$ cat config.mk
export PLATFORM = sky130hd
export DESIGN_NAME = depq_ctrl
export DESIGN_NICKNAME = d
export VERILOG_FILES = /design/src/double_ended_priority_queue_unit_defines.svh /design/src/depq_pkg.sv /design/src/depq_ctrl.sv
export SDC_FILE = /design/constraint.sdc
export NUM_CORES = 1
export LEC_CHECK = 0
export BUFFER_PORTS_ARGS = -buffer_cell sky130_fd_sc_hd__buf_4
export CORE_AREA = 2 2 39 41
export CTS_BUF_LIST = sky130_fd_sc_hd__clkbuf_16
export DETAILED_ROUTE_END_ITERATION = 12
export DIE_AREA = 0 0 41 43
export PLACE_DENSITY = 0.3
export SYNTH_ARGS = -nofsm -noshare
export SYNTH_HDL_FRONTEND = slang
export SYNTH_SLANG_ARGS = --single-unit
$ cat constraint.sdc
create_clock -name clk -period 1 [get_ports clk]
set_input_delay 0.1 -clock clk [delete_from_list [all_inputs] [get_ports clk]]
set_output_delay 0.1 -clock clk [all_outputs]
set_load 0.02 [all_outputs]
$ cat src/double_ended_priority_queue_unit_defines.svh
// Assertion macros used by the queue RTL.
// Both expect clk in scope; DEPQ_ASSERT also expects arst_n.
`ifndef DOUBLE_ENDED_PRIORITY_QUEUE_UNIT_DEFINES_SVH
`define DOUBLE_ENDED_PRIORITY_QUEUE_UNIT_DEFINES_SVH

// Checked outside reset only
`define DEPQ_ASSERT(lbl, prop, msg) \
	lbl: assert property (@(posedge clk) disable iff (!arst_n) prop) else $error(msg);

// Checked at every edge, reset included
`define DEPQ_ASSERT_ALWAYS(lbl, prop, msg) \
	lbl: assert property (@(posedge clk) prop) else $error(msg);

`endif

$ cat src/depq_pkg.sv
package depq_pkg;

	// Default sizing
	localparam int DEF_CAPACITY      = 64;
	localparam int DEF_PRIORITY_BITS = 24;
	localparam int DEF_ID_BITS       = 20;

	// Repeat counter per entry
	localparam int                     REPEAT_BITS = 7;
	localparam logic [REPEAT_BITS-1:0] REPEAT_MAX  = 7'd127;
	localparam logic [REPEAT_BITS-1:0] REPEAT_ONE  = 7'd1;

	typedef enum logic [1:0] {
		CMD_INSERT = 2'd0,
		CMD_POP_HI = 2'd1,
		CMD_POP_LO = 2'd2
	} cmd_t;

	typedef enum logic [1:0] {
		ST_OK    = 2'd0,
		ST_EMPTY = 2'd1,
		ST_FULL  = 2'd2
	} status_t;

	typedef enum logic [1:0] {
		S_IDLE,
		S_CMP,
		S_APPLY
	} state_t;

	// Controller to datapath
	typedef struct packed {
		logic load;
		logic compare;
		logic apply;
	} ctl_t;

	// Datapath to controller
	typedef struct packed {
		logic res_needed;
		logic out_free;
	} sts_t;

endpackage

$ cat src/depq_ctrl.sv
module depq_ctrl (
	input  logic          clk,
	input  logic          arst_n,
	input  logic          s_axis_tvalid,
	output logic          s_axis_tready,
	input  depq_pkg::sts_t sts,
	output depq_pkg::ctl_t ctl
);
	import depq_pkg::*;

	state_t state_q;
	state_t state_nxt;

	// State register
	always_ff @(posedge clk or negedge arst_n) begin
		if (!arst_n) begin
			state_q <= S_IDLE;
		end else begin
			state_q <= state_nxt;
		end
	end

	// Next state: capture, compare, update
	always_comb begin
		state_nxt = state_q;
		unique case (state_q)
			S_IDLE: begin
				if (s_axis_tvalid) begin
					state_nxt = S_CMP;
				end
			end
			S_CMP: begin
				state_nxt = S_APPLY;
			end
			S_APPLY: begin
				// hold while a result has nowhere to go
				if (!sts.res_needed || sts.out_free) begin
					state_nxt = S_IDLE;
				end
			end
			default: begin
				state_nxt = S_IDLE;
			end
		endcase
	end

	// Outputs
	always_comb begin
		s_axis_tready = 1'b0;
		ctl           = '0;
		unique case (state_q)
			S_IDLE: begin
				s_axis_tready = 1'b1;
				ctl.load      = s_axis_tvalid;
			end
			S_CMP: begin
				ctl.compare = 1'b1;
			end
			S_APPLY: begin
				ctl.apply = !sts.res_needed || sts.out_free;
			end
			default: begin
				ctl = '0;
			end
		endcase
	end

endmodule

* Yosys cells after proc, flatten, opt, wreduce, memory -nomap -nowiden
Index checks and enable logic that the tools add are counted.
W data, S select, Z words.
** Word-level totals
- Register bits :: 2
** Cells by class
- Muxes and demuxes :: 7
- Equal/unequal tests :: 4
- Reductions and logical operators :: 4
** Operator list (count)
- $pmux W2 S3 :: 1
- $mux W1 :: 4
- $mux W2 :: 2
- $ne A2 B2 Y1 const B :: 2
- $eq A2 B1 Y1 const B :: 1
- $eq A2 B2 Y1 const B :: 1
- $logic_not A2 Y1 :: 1
- $reduce_and A2 Y1 :: 1
- $logic_not A1 Y1 :: 1
- $logic_or A1 B1 Y1 :: 1

* Depth between registers and ports, before layout
Gate-level depths: netlist (run 1).
- Word-level depth :: 4
- Mapped depth :: 2

* Worst setup path before layout (run 1)
No wires, ideal clock.
- Kind :: register -> output
- From :: register state_q[1]
- To :: output ctl[2] in the netlist's numbering
- Arrival time :: 896 ps
- Stages on the path, launching flop included :: 3
- Path buffers :: 0
- Slack :: 4 ps
- Cells stage by stage :: dfrtp_1 > nor2_2 > and2_1
** RTL lines
- from (decl) :: line depq_ctrl.sv:11 : state_t state_q;
- from (signal assigned) :: line depq_ctrl.sv:19 : state_q <= state_nxt;
- to (decl) :: line depq_ctrl.sv:7 : output depq_pkg::ctl_t ctl

==> results of run 1 <==
[area by class of cell]
type | count | area [sq um] | share of cell area (%)
Clock buffer | 3 | 75.1 | 24.7
Multi-Input combinational cell | 8 | 68.8 | 22.6
Sequential cell | 2 | 51.3 | 16.9
Tap cell | 16 | 20.0 | 6.58
Timing Repair Buffer | 10 | 88.8 | 29.2
[timing repair]
action                                  CTS  global route
endpoints found under the setup margin    4             4
resized for setup                         3             4
setup buffers                             1             0
hold buffers                              1             0
hold endpoints to repair                  2             0
pin swaps                                 0             2
[placed cells by master, fill, tap and decap left out]
cell type | synthesis | final
and2_1 | 2 | 1
and2_4 | 0 | 1
buf_4 | 0 | 6
buf_6 | 0 | 3
clkbuf_16 | 0 | 3
dfrtp_1 | 2 | 1
dfrtp_2 | 0 | 1
dlygate4sd3_1 | 0 | 1
nand2b_1 | 2 | 1
nand2b_4 | 0 | 1
nor2_4 | 0 | 1
nor2b_1 | 1 | 1
nor2b_2 | 1 | 1
o21bai_1 | 1 | 1
[power groups by stage]
stage | sequential, mW | clock (mW) | combinational (mW)
finish | 0.133 | 0.596 | 0.252
global route | 0.136 | 0.615 | 0.276
CTS | 0.118 | 0.603 | 0.231
detailed placement | 0.118 | 0 | 0.181
global placement | 0.117 | 0 | 0.180
floorplan | 0.115 | 0 | 0.104
[cell families after synthesis]
group,count (synthesis)
AND/OR/NAND/NOR,7
flip-flops,2
AO/OA/AOI/OAI,1
[routing by layer]
metal	track usage [%]	vias up	share of wire [%]
li1	-	57	-
met1	5.77	49	37
met2	5.94	11	32
met3	6.28	2	26
met4	8.00	0	3.6
met5	0	-	0
[through the flow]
stage	hold slack, ps	cells	area [sq um]	setup TNS [ps]	utilization (%)
4_1_cts	104	39	288	-307	20.8
2_1_floorplan	-196	10	104	0	-
3_3_place_gp	-116	34	184	0	13.3
3_5_place_dp	-116	34	184	0	13.3
6_report	107	39	304	-399	22.0
5_1_grt	125	39	304	-568	22.0
[worst reg2reg max path, stage by stage, from the launching register on]
cell	delay, ps
dfrtp_2	410
nor2_4	60
buf_4	130
and2_1	140
[worst paths after layout]
path | startpoint | end | slack (ps) | depth (start not counted)
setup / recovery | state_q[1] | ctl[2] | -130 | 3
hold / removal | s_axis_tvalid | state_q[0] | 110 | 2
setup reg to reg | state_q[1] | state_q[0] | 140 | 3
hold reg to reg | state_q[1] | state_q[1] | 630 | 2
max in group asynchronous | arst_n | state_q[1] | 690 | 2
min in group asynchronous | arst_n | state_q[1] | 210 | 2
==> flow_summary.json, run 1 <==
{
  "drv_slew": 0,
  "synthFlopType": "dfrtp_1",
  "ant_nets": 0,
  "synth_compound_area_share_pct": 7.23,
  "synth_fp_nets": 15,
  "peakVddDrop_mv": 1.10,
  "avgViaCountPerCell": 3.05,
  "vias": 119,
  "firstDrtPassIters": 1,
  "floorplan.initialDensity_pct": 7.50,
  "largestRegisters": "state_q (2)",
  "clock_skew_ps": 1.42,
  "syn_inst": 10,
  "cp_top_family": "flip-flops",
  "clock_latency_ps": 220,
  "setup_viol": 4,
  "clock_path_buffers": 2,
  "synth-seq-cells": 2,
  "diodes": 0,
  "async_reset_ff_share_pct": 100,
  "period_share_pct": 113,
  "hold_path.class": "in -> reg",
  "layout-drive-gt1-share_pct": 73.9,
  "cts_sinks": 2,
  "ios": 9,
  "grt_first_pass_wirelength_microns": 586,
  "antenna_found_initial": 0,
  "powerDensity_mw_per_mm2": 3230,
  "hold_viol_final": 0,
  "cts_tree": "yes",
  "fin_nets": 30,
  "p_seq_share_pct": 13.6,
  "grt_start_max_net_pins": 4,
  "critPathMaxFanout": 3,
  "cap_violations": 0,
  "endpoint_kind": "output port",
  "p_comb_share_pct": 25.6,
  "crit_required_ps": 900,
  "cp_cell_sequence": "nor2_4 -> and2_4 -> buf_6",
  "wirelength_microns": 305,
  "rsz0062_at_grt": "yes",
  "dieArea_sq_mm": 0.00176,
  "n_fill_cell": 150,
  "crit_path_top_delay_cell": "dfrtp_2",
  "cp-start-kind": "flop",
  "gr-total-overflow": 0,
  "rows": 14,
  "syn_to_final_growth_pct": 193,
  "violations": "negative setup slack",
  "crit_type": "reg -> out",
  "grt_pass1_vias": 145,
  "muxShareOfSynthArea_pct": 0,
  "synthesis.area_sq_um": 104,
  "pre_cts_ws_ps": 106,
  "p_sw_uw": 224,
  "htreeDepth": 1,
  "yosysTopAreaCell": "dfrtp_1",
  "cts_buffers": 3,
  "critPathBufInv": 1,
  "avgSynthCellArea_sq_um": 10.4,
  "synth.top_cell.area_share_pct": 48.2,
  "hpwl_microns": 197,
  "synth_top_family_by_area": "simple AND/OR/NAND/NOR gates",
  "synthSimpleGateAreaFrac_pct": 44.6,
  "setup_ws_ps": -131,
  "synth_xor_area_share_pct": 0,
  "fmax_ghz": 0.884,
  "arrival_ps": 1030,
  "die_y_microns": 43,
  "coreArea_sq_mm": 0.00138,
  "die_w_microns": 41,
  "finalCriticalPeriod_ps": 1130,
  "synth_fa_ha_area_share_pct": 0,
  "p_leak_nw": 0.139,
  "internal_power_uw": 758,
  "yosysWarningCount": 0,
  "path_clk_slew_ps": 30,
  "synth-seq-area-share_pct": 48.2,
  "total_power_uw": 982,
  "slew_headroom_pct": 90.2,
  "tightest_slew_ps": 147,
  "gp_congestion": 0.497,
  "cpPeakStageDelay_ps": 440,
  "synth_edf_count": 0,
  "synth_cell_types": 7,
  "cts_root_buffer": "clkbuf_16",
  "p_clk_share_pct": 60.8,
  "numPortBuffers": 8,
  "netlist_top_cells_count": "and2_1 (2), dfrtp_1 (2), nand2b_1 (2)",
  "drc": 0,
  "grt_usage_pct": 6.12,
  "wl_per_cell_microns": 7.82,
  "synth.area.top_cells": "dfrtp_1 (48%), and2_1 (12%), nand2b_1 (12%)",
  "switching_share_pct": 22.8,
  "status": "complete, but fails checks",
  "largest_register": "state_q",
  "drtIter0Drc": 0,
  "largest_reg_flops": 2
}
Note: power is estimated with default switching activity, not from simulation.
==> run 2, diff against run 1 <==
Settings changed: CELL_PAD_IN_SITES_DETAIL_PLACEMENT set to 1, CELL_PAD_IN_SITES_GLOBAL_PLACEMENT set to 1.
==> run 2 against run 1 <==
Net effect: die area unchanged; clock power up 1%; worst hold slack worse by 4.1 ps; critical path type unchanged; flip-flop and latch count unchanged; the flow still finishes with violations (negative setup slack); global-route usage down 0.40 points; largest cell class unchanged; core utilization up 0.27 points; clock skew down 0.72 ps; total power up 1.7%; critical path depth unchanged; count of clock-buffer cells in the layout unchanged; sequential power about the same.
==> flow_summary.json, run 2 (synthesis results as in run 1) <==
{
  "status": "complete, but fails checks",
  "violations": "negative setup slack",
  "finalCriticalPeriod_ps": 1140,
  "drc": 0,
  "rows": 14,
  "floorplan.initialDensity_pct": 7.50,
  "tightest_slew_ps": 144,
  "wirelength_microns": 330,
  "tns_ps": -392,
  "drv_slew": 0,
  "firstDrtPassIters": 1,
  "crit_required_ps": 900,
  "hold_viol_final": 0,
  "setup_ws_ps": -144,
  "htreeDepth": 1,
  "largestRegisters": "state_q (2)",
  "clock_skew_ps": 0.705,
  "cts_root_buffer": "clkbuf_16",
  "p_leak_nw": 0.140,
  "r2r_start": "state_q[0]",
  "final_common_cell": "buf_4",
  "total_power_uw": 998,
  "setup_viol": 4,
  "cap_violations": 0,
  "vias": 122,
  "slew_headroom_pct": 90.4,
  "r2r_end": "state_q[1]",
  "die_w_microns": 41,
  "cts_tree": "yes",
  "antenna_found_initial": 0,
  "clock_path_buffers": 2,
  "diodes": 0,
  "coreArea_sq_mm": 0.00138,
  "numPortBuffers": 8,
  "critPathBufInv": 1,
  "critPathMaxFanout": 3,
  "grt_usage_pct": 5.72,
  "drtIter0Drc": 0,
  "fmax_ghz": 0.874,
  "cp.depth": 3,
  "rsz0062_at_grt": "yes",
  "ant_nets": 0,
  "gr-total-overflow": 0,
  "clock_latency_ps": 220,
  "grt_pass1_vias": 141,
  "endpoint_kind": "output port",
  "crit_path_top_delay_cell": "dfrtp_1",
  "grt_first_pass_wirelength_microns": 545,
  "cp-startpoint": "state_q[0]",
  "largest_reg_flops": 2,
  "crit_type": "reg -> out",
  "cts_buffers": 3,
  "wl_per_cell_microns": 8.46,
  "cp_top_family": "flip-flops",
  "arrival_ps": 1040,
  "dieArea_sq_mm": 0.00176,
  "hold_path.class": "in -> reg",
  "path_clk_slew_ps": 30,
  "layout-drive-gt1-share_pct": 73.9,
  "avgViaCountPerCell": 3.13,
  "final_cell_mix": "buf_4 (5), buf_6 (4), clkbuf_16 (3)",
  "syn_to_final_growth_pct": 196,
  "gp_congestion": 0.506,
  "peakVddDrop_mv": 1.24,
  "period_share_pct": 114,
  "largest_register": "state_q",
  "fin_nets": 30,
  "powerDensity_mw_per_mm2": 3240,
  "r2r_slack_ps": 140,
  "ios": 9,
  "utilization_pct": 22.2,
  "cp-endpoint": "ctl[0]",
  "reg2regPathDepth": 2,
  "cpPeakStageDelay_ps": 400,
  "die_y_microns": 43,
  "grt_start_max_net_pins": 4,
  "cts_sinks": 2,
  "cp_cell_sequence": "nand2b_4 -> nor2b_1 -> buf_4",
  "cp-start-kind": "flop"
}
==> run 2: cell types whose count changed in the layout (fill, tap and decap cells not counted) <==
cell,previous run,this run
buf_4,6,5
buf_6,3,4
==> run 2: worst min-delay path by stage <==
stage / start / slack (ps) / cells past startpoint / endpoint
after floorplan: arst_n / -200 / 0 / state_q[0]
after global placement: arst_n / -120 / 1 / state_q[1]
after detailed placement: arst_n / -110 / 1 / state_q[1]
after CTS: s_axis_tvalid / 100 / 2 / state_q[0]
after global routing: s_axis_tvalid / 130 / 2 / state_q[0]
final: s_axis_tvalid / 100 / 2 / state_q[0]
==> run 2: cell type report <==
cell class,count,area [sq um]
tap,16,20.0
timing repair buffer,10,92.6
fill,152,1080
clock buffer,3,75.1
sequential,2,51.3
multi-input combinational,8,68.8
==> run 2: power breakdown <==
group          internal, mW  leakage [nW]  switching, mW
Combinational         0.154        0.0787          0.108
Sequential            0.102        0.0243         0.0311
Clock                 0.509        0.0370         0.0936
Total                 0.766         0.140          0.233
==> run 2: layer usage <==
layer | routed length (microns) | share of wire (%) | up-vias | global-route usage, %
met5 | 0 | 0 | - | 0
met4 | 0 | 0 | 0 | 8.00
met3 | 46 | 14 | 0 | 4.71
met2 | 146 | 44 | 10 | 6.56
met1 | 137 | 42 | 55 | 4.81
li1 | - | - | 57 | -
==> run 2: metrics by stage <==
step | cell area [sq um] | hold WS, ps | cells | worst slack [ps]
after floorplan | 104 | -196 | 10 | 4.27
after global placement | 184 | -117 | 34 | 97.7
after detailed placement | 184 | -114 | 34 | 92.4
after CTS | 290 | 103 | 39 | -146
after global routing | 308 | 126 | 39 | -183
final | 308 | 103 | 39 | -144
==> run 2: what timing repair did <==
action,4_1_cts,5_1_grt
gates resized for setup,4,4
endpoints found under the setup margin,4,4
hold buffers,1,0
setup buffers,1,0
hold endpoints to repair,2,0
pin swaps,2,1
